$ cat src/design/cpac_pkg.sv
// Shared types, constants and the CRC-8 function for the controller pak access block.
package cpac_pkg;

    localparam int BLOCK_BYTES = 32;
    localparam int OFS_W       = $clog2(BLOCK_BYTES);
    localparam int MEM_AW_MAX  = 15;    // widest pak store index carried in a command
    localparam int SCR_AW_MAX  = 8;     // widest scratch index carried in a command

    localparam logic [15:0] ADDR_BLK_MASK  = 16'hFFE0;
    localparam logic [15:0] SCRATCH_BASE   = 16'h8000;
    localparam logic [15:0] RUMBLE_WIN_END = 16'h9000;
    localparam logic [15:0] MOTOR_BLK      = 16'hC000;
    localparam logic [7:0]  RUMBLE_SET     = 8'h80;
    localparam logic [7:0]  CRC_POLY       = 8'h85;
    localparam logic [7:0]  ERASED_BYTE    = 8'hFF;

    localparam logic [1:0] PAK_ABSENT = 2'd0;
    localparam logic [1:0] PAK_MEM    = 2'd1;
    localparam logic [1:0] PAK_MOTOR  = 2'd2;

    localparam logic OP_READ  = 1'b0;
    localparam logic OP_WRITE = 1'b1;

    typedef enum logic [1:0] {
        KIND_NONE,
        KIND_MEM,
        KIND_SCR,
        KIND_RUMBLE
    } kind_t;

    // one classified byte, front to back
    typedef struct packed {
        logic                  op;
        kind_t                 kind;
        logic                  first;
        logic                  last;
        logic                  in_window;
        logic                  motor_blk;
        logic [MEM_AW_MAX-1:0] mem_idx;
        logic [SCR_AW_MAX-1:0] scr_idx;
        logic [7:0]            wbyte;
    } cmd_t;

    // CRC-8, MSB first
    function automatic logic [7:0] crc8_byte(input logic [7:0] crc, input logic [7:0] d);
        logic [7:0] r;
        r = crc ^ d;
        for (int i = 0; i < 8; i++) begin
            r = r[7] ? ((r << 1) ^ CRC_POLY) : (r << 1);
        end
        return r;
    endfunction

endpackage

$ cat src/design/cpac_queue.sv
// Two-entry command queue between front and back.
module cpac_queue import cpac_pkg::*; (
    input  logic aclk,
    input  logic aresetn,
    input  logic push,
    input  cmd_t push_cmd,
    output logic full,
    input  logic pop,
    output logic valid,
    output cmd_t pop_cmd
);

    cmd_t       ent_reg [2];
    logic       wr_ptr_reg, rd_ptr_reg;
    logic [1:0] cnt_reg;

    assign full    = (cnt_reg == 2'd2);
    assign valid   = (cnt_reg != 2'd0);
    assign pop_cmd = ent_reg[rd_ptr_reg];

    always_ff @(posedge aclk) begin
        if (push) begin
            ent_reg[wr_ptr_reg] <= push_cmd;
        end
    end

    always_ff @(posedge aclk) begin
        if (!aresetn) begin
            wr_ptr_reg <= 1'b0;
            rd_ptr_reg <= 1'b0;
            cnt_reg    <= 2'd0;
        end else begin
            if (push) begin
                wr_ptr_reg <= !wr_ptr_reg;
            end
            if (pop) begin
                rd_ptr_reg <= !rd_ptr_reg;
            end
            case ({push, pop})
                2'b10:   cnt_reg <= cnt_reg + 2'd1;
                2'b01:   cnt_reg <= cnt_reg - 2'd1;
                default: cnt_reg <= cnt_reg;
            endcase
        end
    end

endmodule

$ cat config.mk
export PLATFORM = sky130hd
export DESIGN_NAME = cpac_queue
export DESIGN_NICKNAME = d
export VERILOG_FILES = /design/src/design/cpac_pkg.sv /design/src/design/cpac_queue.sv
export SDC_FILE = /design/constraint.sdc
export NUM_CORES = 1
export LEC_CHECK = 0
export ABC_AREA = 1
export ABC_CLOCK_PERIOD_IN_PS = 5000
export BUFFER_PORTS_ARGS = -buffer_cell sky130_fd_sc_hd__buf_2
export CORE_MARGIN = 3
export CORE_UTILIZATION = 25
export DETAILED_ROUTE_END_ITERATION = 6
export PLACE_DENSITY = 0.42
export SYNTH_ARGS = -nofsm -noshare
export SYNTH_HDL_FRONTEND = slang
export SYNTH_SLANG_ARGS = --single-unit
export TNS_END_PERCENT = 10
$ cat constraint.sdc
create_clock -name aclk -period 5 [get_ports aclk]
set_clock_uncertainty 0.2 [all_clocks]
set_input_delay 0.25 -clock aclk [delete_from_list [all_inputs] [get_ports aclk]]
set_output_delay 0.25 -clock aclk [all_outputs]
set_load 0.05 [all_outputs]
==> results of run 1 <==
-- placed cells by master, fill, tap and decap left out, drive strengths merged --
| cell | instances |
|---|---|
| mux2 | 38 |
| dlygate4sd3 | 41 |
| ha | 1 |
| nor2 | 11 |
| nand2 | 9 |
| nand4 | 1 |
| clkbuf | 11 |
| o21ai | 1 |
| clkinvlp | 2 |
| clkinv | 4 |
| inv | 5 |
| dfxtp | 5 |
| a21oi | 1 |
| buf | 84 |
| edfxtp | 76 |
-- worst register-to-register path, cell delays in order, from the launching register on --
cell and delay, ns:
dfxtp_1 0.38, nand2_1 0.10, clkinv_1 0.05, buf_4 0.45
-- routing by layer --
metal	vias up	wire, um
li1	844	-
met1	817	2550
met2	56	2800
met3	8	333
met4	0	84
met5	-	0
-- final cells by class --
cell class / count / area [um2] / share of cell area
sequential: 81 / 2380 / 0.554
timing repair buffer: 125 / 838 / 0.195
multi-input combinational: 62 / 614 / 0.143
clock buffer: 11 / 233 / 0.0541
tap: 143 / 179 / 0.0416
clock inverter: 5 / 32.5 / 0.00756
inverter: 6 / 22.5 / 0.00523
-- power by group through the flow --
stage                     Combinational (mW)  Clock (mW)  Sequential [mW]
after floorplan                        0.186           0            0.805
after global placement                 0.241           0            0.810
after detailed placement               0.242           0            0.810
after CTS                              0.268       0.602            0.796
after global routing                   0.281       0.631            0.799
final                                  0.263       0.580            0.795
-- worst paths after layout --
path | start | to | slack, ns
max | flip-flop | pop_cmd[33] | 2.57
min | pop | rd_ptr_reg | 0.005
max reg2reg | wr_ptr_reg | ent_reg[1][10] | 3.44
min reg2reg | rd_ptr_reg | rd_ptr_reg | 0.31
-- stage by stage --
stage	util	total power, mW	cell area [um2]	std cells	setup WS, ns
5_1_grt	0.369	1.71	4300	433	2.45
3_5_place_dp	0.311	1.05	3630	376	2.88
6_report	0.369	1.64	4300	433	2.57
2_1_floorplan	-	0.991	3050	153	2.44
3_3_place_gp	0.311	1.05	3630	376	2.91
4_1_cts	0.369	1.67	4300	433	2.51
-- kinds of logic after synthesis --
family | share of synthesized area
simple gates | 0.0267
flops | 0.781
fa+ha+maj | 0.00410
mux | 0.165
buf+inv | 0.0201
compound gates | 0.00328
==> flow_summary_export.csv, run 1 <==
group,metric,value,unit
final_layout,drive_gt1_frac,0.472,
setup_path,crit_slowest_cell,"dfxtp_2",
final_layout,antenna_cells,0,
power_and_ir_drop,peakVddDrop,0.000134,V
floorplan,initial_core_util,0.262,
synth,async_flop_share,0,
routing,first_pass_iters,4,
place,routabilityCongestion,0.657,
setup_path,critPathKind,"reg2out",
power_and_ir_drop,clkPwrFrac,0.354,
synth,yosysWarnings,0,
global_route,grt.total_usage,0.0880,
worst_hold_path,whs_path_depth,3,
global_route,use_met1,0.103,
power_and_ir_drop,intPower,1.21,mW
sta,slew_viol_final,0,
cts,cts.root.buffer_cell,"clkbuf_16",
place,portBuffers,81,
sta,rsz0062_at_grt,"false",
routing,drtIter0Drc,73,
global_route,grt_pass1_vias,1815,
final_layout,syn2layout_area_growth,41.1,%
sta,fin_crit,2.43,ns
final_layout,largest_reg_flops,76,
routing,avgRoutedWirePerCell,13.3,um
floorplan,io_pins,82,
synth,syn-num-nets,196,
synth,yosys.area.top_type,"edfxtp_1",
synth,ys.flop_type,"edfxtp_1",
power_and_ir_drop,leakage,1.69,nW
cts,ctsResizeCount,0,
power_and_ir_drop,pwr-share-seq,0.486,
global_route,grt_max_degree,39,
synth,ys_top_cells_by_area,"edfxtp_1, mux2_4, mux2_2, dfxtp_1, nor2_1",
setup_path,worstPathRequired,4.55,ns
global_route,antenna_found_initial,0,
synth,seq_area_frac_synth,0.781,
floorplan,rows,39,
global_route,grt_pass1_wl,8820,um
synth,synth_top_area_frac,0.748,
routing,vias,1725,
final_layout,fin_nets,328,
setup_path,startpoint_type,"flip-flop",
floorplan,die_w,116,um
synth,synth-edff-count,76,
sta,finalSetupViolCount,0,
floorplan,core,11700,um2
cts,post_cts_buffers,0,
setup_path,path_delay_family,"buffers and inverters",
status,status,"finished clean",
routing,viasPerCell,3.98,
global_route,use_met2,0.146,
setup_path,cp_max_fo,27,
synth,synth_cell_types,13,
routing,drt_wl_total,5770,um
synth,synthCells,153,
cts,cts_tree,"built",
power_and_ir_drop,power_density,381,nW/um2
synth,synth_most_common_cell,"edfxtp_1",
cts,clkSlewWorstSetupHoldPaths,0.06,ns
sta,post-route-period-util,0.486,
power_and_ir_drop,power_frac_comb,0.161,
synth,synth.cell_area,3050,um2
floorplan,die_h,116,um
power_and_ir_drop,p_sw_frac,0.260,
routing,ant_nets,0,
final_layout,fillers,1123,
setup_path,crit_path_max_incr_delay,0.53,ns
sta,worstMarginPinSlew,0.541,ns
sta,hold_ws,0.00491,ns
setup_path,worstRegToRegCells,3,
floorplan,die_area,13600,um2
sta,fmax,0.412,GHz
setup_path,path_cells,"buf_4, mux2_2, buf_2",
place,dp_hpwl,3670,um
setup_path,arrival,1.98,ns
sta,setup_tns,0,ns
cts,clk_path_buf_depth,2,
global_route,overflow,0,
sta,maxSlewHeadroom,0.640,
cts,cts_buffers,9,
synth,syn_area_per_cell,19.9,um2
routing,drc,0,
setup_path,critPathBufInv,2,
synth,ys_ff_latch,81,
worst_hold_path,holdCritPathClass,"in2reg",
synth,yosys-top-cells-count,"edfxtp_1, mux2_4, mux2_2",
sta,final-hold-violation-count,0,
cts,ctsHoldBuffers,41,
setup_path,crit_cells,3,
setup_path,cp-end-kind,"primary output",
cts,clock_sinks,81,
cts,clkLatencyLatePin,0.33,ns
global_route,use_met3,0.0259,
cts,cts_max_level,3,
power_and_ir_drop,p_sw,0.426,mW
global_route,grt.busiest_layer,"met2",
flow_run,max_cap_viol_count,0,
No activity file was read; power rests on OpenSTA's default activity.
==> inputs of run 2 (changes only) <==
--- a/config.mk
+++ b/config.mk
@@ -6,7 +6,7 @@
 export NUM_CORES = 1
 export LEC_CHECK = 0
 export ABC_AREA = 1
-export ABC_CLOCK_PERIOD_IN_PS = 5000
+export ABC_CLOCK_PERIOD_IN_PS = 2400
 export BUFFER_PORTS_ARGS = -buffer_cell sky130_fd_sc_hd__buf_2
 export CORE_MARGIN = 3
 export CORE_UTILIZATION = 25
==> constraint.sdc (replaced) <==
create_clock -name aclk -period 2.4 [get_ports aclk]
set_clock_uncertainty 0.2 [all_clocks]
set_input_delay 0.12 -clock aclk [delete_from_list [all_inputs] [get_ports aclk]]
set_output_delay 0.12 -clock aclk [all_outputs]
set_load 0.05 [all_outputs]
==> flow_summary_export.csv, run 2 (synthesis results as in run 1) <==
group,metric,value,unit
power_and_ir_drop,clkPwrFrac,0.387,
setup_path,worstPathRequired,2.08,ns
setup_path,worstRegToRegCells,2,
routing,vias,1743,
final_layout,final_common_cell,"buf_2",
setup_path,critPathKind,"reg2out",
flow_run,max_cap_viol_count,0,
cts,clkLatencyLatePin,0.33,ns
sta,rsz0062_at_grt,"false",
routing,drt_wl_total,6050,um
power_and_ir_drop,p_sw_frac,0.245,
cts,ctsResizeCount,0,
routing,ant_nets,0,
setup_path,reg2reg_from,"wr_ptr_reg",
floorplan,die_h,116,um
sta,worstMarginPinSlew,0.560,ns
floorplan,die_w,116,um
final_layout,fin_nets,331,
cts,clk_path_buf_depth,2,
sta,finalSetupViolCount,0,
cts,cts_buffers,9,
global_route,grt_pass1_vias,1842,
floorplan,io_pins,82,
power_and_ir_drop,power_density,826,nW/um2
global_route,antenna_found_initial,0,
setup_path,cp-end-kind,"primary output",
floorplan,rows,39,
routing,drc,0,
final_layout,antenna_cells,0,
setup_path,arrival,1.63,ns
cts,cts.root.buffer_cell,"clkbuf_16",
worst_hold_path,whs_path_depth,2,
sta,final-hold-violation-count,0,
routing,drtIter0Drc,52,
power_and_ir_drop,intPower,2.73,mW
final_layout,largest_reg_flops,76,
sta,maxSlewHeadroom,0.627,
power_and_ir_drop,power_frac_comb,0.157,
cts,cts_max_level,3,
routing,first_pass_iters,4,
global_route,overflow,0,
global_route,grt_max_degree,39,
worst_hold_path,holdCritPathClass,"in2reg",
cts,clkSlewWorstSetupHoldPaths,0.06,ns
setup_path,startpoint_type,"flip-flop",
power_and_ir_drop,pwr-share-seq,0.457,
place,routabilityCongestion,0.643,
setup_path,cp_max_fo,22,
final_layout,final_cell_mix,"buf_2, edfxtp_1, dlygate4sd3_1",
routing,avgRoutedWirePerCell,13.9,um
sta,setup_tns,0,ns
power_and_ir_drop,peakVddDrop,0.000307,V
place,dp_hpwl,3800,um
status,status,"finished clean",
sta,fin_crit,1.95,ns
global_route,grt_pass1_wl,9380,um
power_and_ir_drop,leakage,1.74,nW
power_and_ir_drop,p_sw,0.886,mW
routing,viasPerCell,4.02,
cts,cts_tree,"built",
sta,hold_ws,0.305,ns
final_layout,syn2layout_area_growth,43.5,%
floorplan,core,11700,um2
cts,clock_sinks,81,
sta,slew_viol_final,0,
sta,post-route-period-util,0.813,
sta,fmax,0.512,GHz
floorplan,die_area,13600,um2
final_layout,drive_gt1_frac,0.478,
place,portBuffers,81,
floorplan,initial_core_util,0.262,
worst_hold_path,hp-start,"push_cmd[4]",
global_route,grt.total_usage,0.0962,
==> run 2: cell types whose count changed in the layout (fill, tap and decap cells not counted), sizes merged <==
cell         delta
buf             +1
bufinv          +2
clkbuf          -1
clkinv          -2
clkinvlp        -2
dlygate4sd3     +2
inv             +1
==> run 2: final timing paths <==
path	endpoint	slack (ns)
min reg2reg	cnt_reg[1]	0.31
min	ent_reg[1][4]	0.30
max	pop_cmd[29]	0.45
max reg2reg	ent_reg[0][11]	0.91
==> run 2: worst max-delay path: stages (launching register included) <==
cell,delay (ns)
dfxtp_2,0.32
buf_4,0.37
mux2_2,0.39
buf_2,0.21
==> run 2: area by class of cell <==
class                           count  area (um2)
Clock buffer                       10         229
Clock inverter                      4        70.1
Fill cell                        1108        7290
Inverter                            6        22.5
Multi-Input combinational cell     62         614
Sequential cell                    81        2380
Tap cell                          143         179
Timing Repair Buffer              128         878
==> run 2: power by group through the flow <==
stage / Sequential (mW) / Clock, mW / Combinational, mW
finish: 1.65 / 1.40 / 0.566
detailed placement: 1.68 / 0 / 0.520
floorplan: 1.68 / 0 / 0.387
global route: 1.66 / 1.52 / 0.604
CTS: 1.65 / 1.46 / 0.577
global placement: 1.68 / 0 / 0.519
==> run 2: per-stage QoR <==
| stage | setup WS, ns | util | area, um2 | std cells | power (mW) |
|---|---|---|---|---|---|
| floorplan | 0.464 | - | 3050 | 153 | 2.06 |
| global placement | 0.794 | 0.313 | 3650 | 377 | 2.20 |
| detailed placement | 0.776 | 0.313 | 3650 | 377 | 2.20 |
| CTS | 0.395 | 0.375 | 4380 | 434 | 3.68 |
| global route | 0.342 | 0.375 | 4380 | 434 | 3.79 |
| finish | 0.449 | 0.375 | 4380 | 434 | 3.62 |
==> run 2: layer usage <==
metal	wire, um	up-vias	track usage
met5	0	-	0
met4	223	0	0.0735
met1	2700	824	0.113
met2	2820	53	0.147
li1	-	851	-
met3	302	15	0.0295
==> run 2: repair_timing <==
| item | in CTS | in global routing |
|---|---|---|
| hold buffers | 43 | 0 |
| hold endpoints to repair | 81 | 0 |
| buffers inserted | 0 | 0 |
