File: src/design/cpac_pkg.sv
// Shared types, constants and the CRC-8 function for the controller pak access block.
package cpac_pkg;

    localparam int BLOCK_BYTES = 32;
    localparam int OFS_W       = $clog2(BLOCK_BYTES);
    localparam int MEM_AW_MAX  = 15;    // widest pak store index carried in a command
    localparam int SCR_AW_MAX  = 8;     // widest scratch index carried in a command

    localparam logic [15:0] ADDR_BLK_MASK  = 16'hFFE0;
    localparam logic [15:0] SCRATCH_BASE   = 16'h8000;
    localparam logic [15:0] RUMBLE_WIN_END = 16'h9000;
    localparam logic [15:0] MOTOR_BLK      = 16'hC000;
    localparam logic [7:0]  RUMBLE_SET     = 8'h80;
    localparam logic [7:0]  CRC_POLY       = 8'h85;
    localparam logic [7:0]  ERASED_BYTE    = 8'hFF;

    localparam logic [1:0] PAK_ABSENT = 2'd0;
    localparam logic [1:0] PAK_MEM    = 2'd1;
    localparam logic [1:0] PAK_MOTOR  = 2'd2;

    localparam logic OP_READ  = 1'b0;
    localparam logic OP_WRITE = 1'b1;

    typedef enum logic [1:0] {
        KIND_NONE,
        KIND_MEM,
        KIND_SCR,
        KIND_RUMBLE
    } kind_t;

    // one classified byte, front to back
    typedef struct packed {
        logic                  op;
        kind_t                 kind;
        logic                  first;
        logic                  last;
        logic                  in_window;
        logic                  motor_blk;
        logic [MEM_AW_MAX-1:0] mem_idx;
        logic [SCR_AW_MAX-1:0] scr_idx;
        logic [7:0]            wbyte;
    } cmd_t;

    // CRC-8, MSB first
    function automatic logic [7:0] crc8_byte(input logic [7:0] crc, input logic [7:0] d);
        logic [7:0] r;
        r = crc ^ d;
        for (int i = 0; i < 8; i++) begin
            r = r[7] ? ((r << 1) ^ CRC_POLY) : (r << 1);
        end
        return r;
    endfunction

endpackage

File: src/design/cpac_front.sv
// Front end: takes bytes, tracks block offset and address, classifies each byte.
module cpac_front import cpac_pkg::*; #(
    parameter int MEM_DEPTH     = 32768,
    parameter int SCRATCH_DEPTH = 256
) (
    input  logic        aclk,
    input  logic        aresetn,
    input  logic        cfg_we,
    input  logic [1:0]  cfg_wdata,
    input  logic        s_tvalid,
    output logic        s_tready,
    input  logic [23:0] s_tdata,
    input  logic        s_tuser,
    input  logic        clr_busy,
    input  logic        q_full,
    output logic        q_push,
    output cmd_t        q_cmd
);

    localparam int MEM_AW    = $clog2(MEM_DEPTH);
    localparam int SCR_AW    = $clog2(SCRATCH_DEPTH);
    localparam int MEM_STEPS = 5;   // depth >= 1024, so a 15-bit address has quotient < 32
    localparam int SCR_STEPS = 3;   // depth >= 32, so a byte has quotient < 8

    logic [1:0]       pak_type_reg;
    logic [OFS_W-1:0] offset_reg;
    logic [15:0]      blk_addr_reg;
    logic [MEM_AW-1:0] mem_nxt_reg, mem_cur, mem_base, mem_nxt_next;
    logic [SCR_AW-1:0] scr_nxt_reg, scr_cur, scr_base, scr_nxt_next;
    logic [15:0]      in_addr, blk_addr;
    logic [19:0]      mem_rem;
    logic [11:0]      scr_rem;
    logic             first, accept;
    kind_t            kind;

    assign s_tready = !q_full && !clr_busy;
    assign accept   = s_tvalid && s_tready;
    assign first    = (offset_reg == '0);
    assign in_addr  = s_tdata[15:0] & ADDR_BLK_MASK;
    assign blk_addr = first ? in_addr : blk_addr_reg;

    // block base modulo the store depths, by restoring subtraction
    always_comb begin
        mem_rem = 20'(in_addr[14:0]);
        for (int i = MEM_STEPS - 1; i >= 0; i--) begin
            if (mem_rem >= (20'(MEM_DEPTH) << i)) begin
                mem_rem = mem_rem - (20'(MEM_DEPTH) << i);
            end
        end
        scr_rem = 12'(in_addr[7:0]);
        for (int i = SCR_STEPS - 1; i >= 0; i--) begin
            if (scr_rem >= (12'(SCRATCH_DEPTH) << i)) begin
                scr_rem = scr_rem - (12'(SCRATCH_DEPTH) << i);
            end
        end
    end

    assign mem_base = mem_rem[MEM_AW-1:0];
    assign scr_base = scr_rem[SCR_AW-1:0];
    assign mem_cur  = first ? mem_base : mem_nxt_reg;
    assign scr_cur  = first ? scr_base : scr_nxt_reg;
    assign mem_nxt_next = (mem_cur == MEM_AW'(MEM_DEPTH - 1)) ? '0 : mem_cur + 1'b1;
    assign scr_nxt_next = (scr_cur == SCR_AW'(SCRATCH_DEPTH - 1)) ? '0 : scr_cur + 1'b1;

    always_comb begin
        case (pak_type_reg)
            PAK_MEM:   kind = (blk_addr < SCRATCH_BASE) ? KIND_MEM : KIND_SCR;
            PAK_MOTOR: kind = KIND_RUMBLE;
            default:   kind = KIND_NONE;
        endcase
    end

    always_comb begin
        q_cmd.op        = s_tuser;
        q_cmd.kind      = kind;
        q_cmd.first     = first;
        q_cmd.last      = (offset_reg == OFS_W'(BLOCK_BYTES - 1));
        q_cmd.in_window = (blk_addr >= SCRATCH_BASE) && (blk_addr < RUMBLE_WIN_END);
        q_cmd.motor_blk = (blk_addr == MOTOR_BLK);
        q_cmd.mem_idx   = MEM_AW_MAX'(mem_cur);
        q_cmd.scr_idx   = SCR_AW_MAX'(scr_cur);
        q_cmd.wbyte     = s_tdata[23:16];
    end

    assign q_push = accept;

    always_ff @(posedge aclk) begin
        if (!aresetn) begin
            pak_type_reg <= PAK_ABSENT;
            offset_reg   <= '0;
            blk_addr_reg <= '0;
        end else begin
            if (cfg_we) begin
                pak_type_reg <= cfg_wdata;
            end
            if (accept) begin
                offset_reg   <= offset_reg + 1'b1;
                blk_addr_reg <= blk_addr;
                mem_nxt_reg  <= mem_nxt_next;
                scr_nxt_reg  <= scr_nxt_next;
            end
        end
    end

endmodule

File: config.mk
export PLATFORM = sky130hd
export DESIGN_NAME = cpac_front
export DESIGN_NICKNAME = d
export VERILOG_FILES = /design/src/design/cpac_pkg.sv /design/src/design/cpac_front.sv
export SDC_FILE = /design/constraint.sdc
export NUM_CORES = 1
export LEC_CHECK = 0
export BUFFER_PORTS_ARGS = -buffer_cell sky130_fd_sc_hd__buf_2
export CAP_MARGIN = 20
export CELL_PAD_IN_SITES_DETAIL_PLACEMENT = 1
export CELL_PAD_IN_SITES_GLOBAL_PLACEMENT = 2
export CORE_ASPECT_RATIO = 0.9
export CORE_MARGIN = 4
export CORE_UTILIZATION = 31
export DETAILED_ROUTE_END_ITERATION = 8
export PLACE_DENSITY = 0.89
export SYNTH_ARGS = -nofsm -noshare
export SYNTH_HDL_FRONTEND = slang
export SYNTH_SLANG_ARGS = --single-unit
export TNS_END_PERCENT = 100
File: constraint.sdc
create_clock -name aclk -period 3.6 [get_ports aclk]
set_clock_uncertainty 0.2 [all_clocks]
set_input_delay 0 -clock aclk [delete_from_list [all_inputs] [get_ports aclk]]
set_output_delay 0 -clock aclk [all_outputs]
set_load 0.03 [all_outputs]
==> summary.md, run 1 <==
| Metric | Value |
|---|---|
| Status | finished, final reports clean |
| Initial antenna violation count | 0 |
| Min cycle time layout | 3.205 ns |
| Root Driver | clkbuf_8 |
| # hold bufs at CTS | 41 |
| Mapped Nets | 309 |
| Leak | 1.417 nW |
| Synth area leaders | edfxtp_1 (27%), dfxtp_1 (18%), nand2_1 (7.8%) |
| Post-synthesis cell area | 2559 µm² |
| Area delta synth->final | 31.83% |
| Post-route DRC | 0 |
| Buffers added on ports | 49 |
| CTS max path bufs | 2 |
| Seq cells post-synth | 46 |
| HPWL after DPL | 4583 µm |
| Post-synth ARST share | 0 |
| Post-DRT Antenna Nets | 0 |
| List of most frequent post-synthesis cells | nand2_1 (53), dfxtp_1 (23), edfxtp_1 (23) |
| Number of flip-flops in the largest register | 16 |
| Clock share of power | 0.339 |
| Vias in the first global route | 2216 |
| Total global-route track usage | 0.1428 |
| Die footprint | 9774 µm² |
| Clock Sinks | 46 |
| Fmax | 312.0 MHz |
| Final period util | 0.8904 |
| NetSw | 0.3421 mW |
| CP endpoint kind | register |
| Clock Pin Slew Worst Setup and Hold Paths | 0.10 ns |
| Most frequent cell after synthesis | nand2_1 |
| Num rows | 31 |
| Library cells used by synthesis | 39 |
| Global-route wire length before repair | 11220 µm |
| # diodes | 0 |
| EDFF count, synth | 23 |
| Number of max-cap violations | 0 |
| Mean post-synth cell area | 9.512 µm² |
| Hold Vio Cnt, Final | 0 |
| Max H-tree Level | 2 |
| Synth Area in Adders | 0.03423 |
| Worst hold path type | in2reg |
| Yosys Warn Count | 0 |
| PD cells | 362.1 nW/µm² |
| Switching part of the total power | 0.2801 |
| Reg area | 1151 µm² |
| Comb power frac | 0.193 |
| Final TNS setup | 0 ns |
| Crit path required time | 3.66 ns |
| Core ar. | 8029 µm² |
| Starting density of the core | 0.3187 |
| Internal Power | 0.8792 mW |
| Main combinational cell family by area after synthesis | simple AND/OR/NAND/NOR gates |
| Postcts setup bufs | 0 |
| Least-Margin Pin Slew | 0.5652 ns |
| Worst rel slew slack | 0.6203 |
| Via/cell ratio | 4.920 |
| Post-cts sizing count | 0 |
| Drt pass-1 iters | 4 |
| Die H | 94.19 µm |
| Fill cells | 906 |
| GR Overflow Total | 0 |
| Crit-path max FO | 23 |
| Final setup violation count | 0 |
| Skew-Pair Late Insertion Delay | 0.31 ns |
| Xor/xnor cell area share of the yosys netlist | 0.05819 |
| Final WL | 6689 µm |
| Io pins | 73 |
| Pins over their slew limit | 0 |
| Post-synthesis compound-gate area fraction | 0.07433 |
| GRT busiest layer | met2 |
| Simple-gate share of the synthesized area | 0.2729 |
| Max VDD drop | 0.0001845 V |
| Drt wl/cell | 14.83 µm |
| Final instance area | 3373 µm² |
| Multi-input logic area | 1251 µm² |
| Synth top area share | 0.2699 |
| Via count | 2219 |
| WS Path Type | reg2reg |
| Crit path arrival time | 3.27 ns |
| Mux contribution to synthesized area | 0.04939 |
| Inserted Clock Buffers | 5 |
| Flop pwr share | 0.468 |
| Fin nets | 391 |
| Post-synthesis cell count | 269 |
| RSZ-0062 raised after global routing | no |
| Grt met3 use | 0.03986 |
| GPL Wtd Cong | 0.7356 |
| Met2 Use GR | 0.2337 |
| Area leader, netlist | edfxtp_1 |
| Startpoint types | register |
| Layout cell share with drive strength beyond 1 | 0.2102 |
| Initial DRC count | 116 |
| CTS tree | done |
| Placed Area | 2835 µm² |
| Sequential area share after synthesis | 0.4499 |
| Die width | 103.8 µm |
| Top FF cell, synth | edfxtp_1 |
| Largest net degree at the start of global routing | 25 |
| Met1 GRT Util | 0.1872 |
[worst max-delay path, cell delays in order, from the launching register on]
cell and delay [ns]:
dfxtp_1 0.33, inv_1 0.09, ha_1 0.14, or4b_4 0.51, buf_4 0.25, inv_1 0.10
buf_4 0.27, and2_1 0.41, nand2_1 0.12, a21boi_0 0.18, dlygate4sd3_1 0.57
[per-layer routing]
metal / share of wire / wire, µm
met1: 0.48 / 3222
met2: 0.46 / 3048
met3: 0.052 / 351
met4: 0.0099 / 66
met5: 0 / 0
[cells by family after synthesis]
| kind of cell | after synthesis |
|---|---|
| xor+xnor | 17 |
| mux | 11 |
| fa+ha+maj | 7 |
| compound gates | 26 |
| buf+inv | 28 |
| simple gates | 134 |
| flops | 46 |
[power groups by stage]
stage | combinational (mW) | clock [mW] | sequential (mW)
after floorplan | 0.154 | 0 | 0.581
after global placement | 0.189 | 0 | 0.583
after detailed placement | 0.193 | 0 | 0.584
after CTS | 0.238 | 0.427 | 0.572
after global routing | 0.258 | 0.454 | 0.574
final | 0.236 | 0.414 | 0.572
[path summary, 6_finish.rpt]
kind / from / to / slack [ns] / cells past startpoint
hold / removal: s_tvalid / offset_reg[2] / 0.10 / 5
setup reg to reg: offset_reg[0] / blk_addr_reg[12] / 0.39 / 10
setup / recovery: offset_reg[0] / blk_addr_reg[12] / 0.39 / 10
hold reg to reg: blk_addr_reg[0] / blk_addr_reg[0] / 0.28 / 1
[per-stage QoR]
stage	util	worst slack, ns	hold slack, ns	total power [mW]	instances
2_1_floorplan	-	0.2380	-0.09371	0.7355	269
3_3_place_gp	0.3531	0.5611	-0.1998	0.7724	402
3_5_place_dp	0.3531	0.5188	-0.1998	0.7766	402
4_1_cts	0.4201	0.3940	0.09748	1.236	451
5_1_grt	0.4201	0.1428	0.1443	1.285	451
6_report	0.4201	0.3945	0.1013	1.221	451
[layout by cell type (no fill, tap or decap), types with 4 or more instances in the layout]
cell type / synthesis / layout
nand2_1: 53 / 53
buf_2: 2 / 49
dlygate4sd3_1: 0 / 41
dfxtp_1: 23 / 23
edfxtp_1: 23 / 23
and2_1: 15 / 15
nor2_1: 14 / 14
a21boi_0: 11 / 11
xnor2_1: 11 / 11
inv_1: 9 / 9
and3_1: 9 / 9
nand3_1: 9 / 9
nor3_1: 8 / 8
ha_1: 7 / 7
mux2_2: 6 / 6
xor2_1: 6 / 6
nor2b_1: 6 / 6
nand4_1: 5 / 5
clkbuf_8: 0 / 5
a21oi_1: 4 / 4
nor4_1: 4 / 4
buf_4: 11 / 4
[area by class of cell]
type,count,area share
Inverter,9,0.01001
Sequential cell,46,0.3412
Multi-Input combinational cell,195,0.3709
Clock inverter,1,0.002596
Clock buffer,7,0.03524
Timing Repair Buffer,94,0.2033
Tap cell,99,0.03672
No activity file was read; power rests on OpenSTA's default activity.
==> inputs of run 2 (changes only) <==
--- a/config.mk
+++ b/config.mk
@@ -14,6 +14,7 @@
 export CORE_UTILIZATION = 31
 export DETAILED_ROUTE_END_ITERATION = 8
 export PLACE_DENSITY = 0.89
+export REMOVE_ABC_BUFFERS = 1
 export SYNTH_ARGS = -nofsm -noshare
 export SYNTH_HDL_FRONTEND = slang
 export SYNTH_SLANG_ARGS = --single-unit
==> summary.md, run 2 (synthesized netlist as in run 1, its figures left out) <==
| Metric | Value |
|---|---|
| CP max stage delay | 0.58 ns |
| Max VDD drop | 0.0001660 V |
| Final WL | 7071 µm |
| Inserted Clock Buffers | 5 |
| Post-cts sizing count | 0 |
| Vias in the first global route | 2348 |
| Final period util | 0.9258 |
| Fmax | 300.0 MHz |
| Global-route wire length before repair | 11610 µm |
| CP max stage cell | or4b_4 |
| # diodes | 0 |
| Clock Pin Slew Worst Setup and Hold Paths | 0.09 ns |
| Drt pass-1 iters | 4 |
| Post-route DRC | 0 |
| PD cells | 361.7 nW/µm² |
| Worst reg2reg startpoint | offset_reg[0] |
| CTS max path bufs | 2 |
| Hold Crit Start | q_full |
| Clock Sinks | 46 |
| Die footprint | 9774 µm² |
| Initial DRC count | 101 |
| Switching part of the total power | 0.2799 |
| Flop pwr share | 0.469 |
| Worst reg-to-reg setup slack | 0.27 ns |
| Worst rel slew slack | 0.6443 |
| Via/cell ratio | 4.940 |
| CP endpoint kind | register |
| Most frequent cells in the layout | nand2_1 (53), buf_2 (49), dlygate4sd3_1 (41) |
| Total global-route track usage | 0.1461 |
| HPWL after DPL | 4699 µm |
| Postcts setup bufs | 0 |
| # hold bufs at CTS | 41 |
| Root Driver | clkbuf_8 |
| Least-Margin Pin Slew | 0.5323 ns |
| Most common cell after layout, fill and taps aside | nand2_1 |
| Starting density of the core | 0.3187 |
| Startpoint types | register |
| Initial antenna violation count | 0 |
| Crit-path max FO | 23 |
| Final setup violation count | 0 |
| Status | finished, final reports clean |
| CTS tree | done |
| Pins over their slew limit | 0 |
| WS Path Type | reg2reg |
| Fin nets | 391 |
| FF-to-FF End | blk_addr_reg[12] |
| Via count | 2228 |
| Post-Place Cells | 402 |
| Final TNS setup | 0 ns |
| Die H | 94.19 µm |
| Clock share of power | 0.338 |
| Core ar. | 8029 µm² |
| Post-DRT Antenna Nets | 0 |
| Drt wl/cell | 15.68 µm |
| GPL Wtd Cong | 0.7791 |
| Crit path required time | 3.65 ns |
| Min cycle time layout | 3.333 ns |
| Comb power frac | 0.193 |
| Worst hold path type | in2reg |
| Hold Vio Cnt, Final | 0 |
| Largest net degree at the start of global routing | 25 |
| NetSw | 0.3414 mW |
| Number of flip-flops in the largest register | 16 |
| Skew-Pair Late Insertion Delay | 0.30 ns |
| R2R depth | 10 |
| Internal Power | 0.8786 mW |
| Layout cell share with drive strength beyond 1 | 0.2102 |
| Hold EP | offset_reg[2] |
| Final Non-Filler Cells | 451 |
| Number of max-cap violations | 0 |
| Buffers added on ports | 49 |
| Worst path cell trace | inv_1 -> ha_1 -> or4b_4 -> buf_4 -> inv_1 -> buf_4 -> and2_1 -> nand2_1 -> a21boi_0 -> dlygate4sd3_1 |
| Area delta synth->final | 31.83% |
| Crit path arrival time | 3.38 ns |
| Max H-tree Level | 2 |
| Num rows | 31 |
| Leak | 1.419 nW |
| RSZ-0062 raised after global routing | no |
| Io pins | 73 |
| GR Overflow Total | 0 |
| Die width | 103.8 µm |
| Cells on Worst Hold Path | 5 |
| Hold WS | 0.03301 ns |
==> run 2: cell counts in the layout (fill, tap and decap cells not counted) <==
No cell type changed its count.
==> run 2: how the worst max path moves through the flow <==
stage | from | end | slack (ns) | cells past startpoint
6_report | offset_reg[0] | blk_addr_reg[12] | 0.27 | 10
5_1_grt | offset_reg[0] | blk_addr_reg[12] | 0.07 | 10
4_1_cts | offset_reg[0] | blk_addr_reg[5] | 0.34 | 10
3_5_place_dp | offset_reg[0] | mem_nxt_reg[11] | 0.43 | 9
3_3_place_gp | offset_reg[0] | mem_nxt_reg[11] | 0.49 | 9
2_1_floorplan | offset_reg[0] | mem_nxt_reg[11] | 0.47 | 9
==> run 2: per-layer routing <==
metal,global-route usage,up-vias,share of wire
li1,-,1090,-
met1,0.1814,1087,0.46
met2,0.2603,42,0.49
met3,0.03024,9,0.042
met4,0.03765,0,0.012
met5,0,-,0
==> run 2: power by group through the flow <==
| stage | clock [mW] | sequential [mW] | combinational, mW |
|---|---|---|---|
| after detailed placement | 0 | 0.584 | 0.194 |
| after global placement | 0 | 0.583 | 0.189 |
| final | 0.413 | 0.572 | 0.236 |
| after CTS | 0.426 | 0.572 | 0.237 |
| after floorplan | 0 | 0.581 | 0.127 |
| after global routing | 0.451 | 0.574 | 0.255 |
==> run 2: stage by stage <==
step | instance area (µm²) | total power [mW] | setup slack (ns) | utilization
finish | 3373 | 1.220 | 0.2670 | 0.4201
global route | 3373 | 1.280 | 0.06711 | 0.4201
CTS | 3373 | 1.235 | 0.3423 | 0.4201
detailed placement | 2835 | 0.7776 | 0.4270 | 0.3531
global placement | 2835 | 0.7719 | 0.4901 | 0.3531
floorplan | 2436 | 0.7085 | 0.4678 | -
==> run 2: critical path, delay by kind of cell (launching register included) <==
kind            cells  cell delay, ns
simple gates        3            1.16
flops               1            0.33
buf+inv             5            1.26
fa+ha+maj           1            0.14
compound gates      1            0.19
==> run 2: layout make-up <==
type	instances	area, µm²
Multi-Input combinational cell	195	1251
Clock inverter	1	8.758
Timing Repair Buffer	94	685.7
Clock buffer	7	118.9
Sequential cell	46	1151
Inverter	9	33.78
Tap cell	99	123.9
Fill cell	940	4656
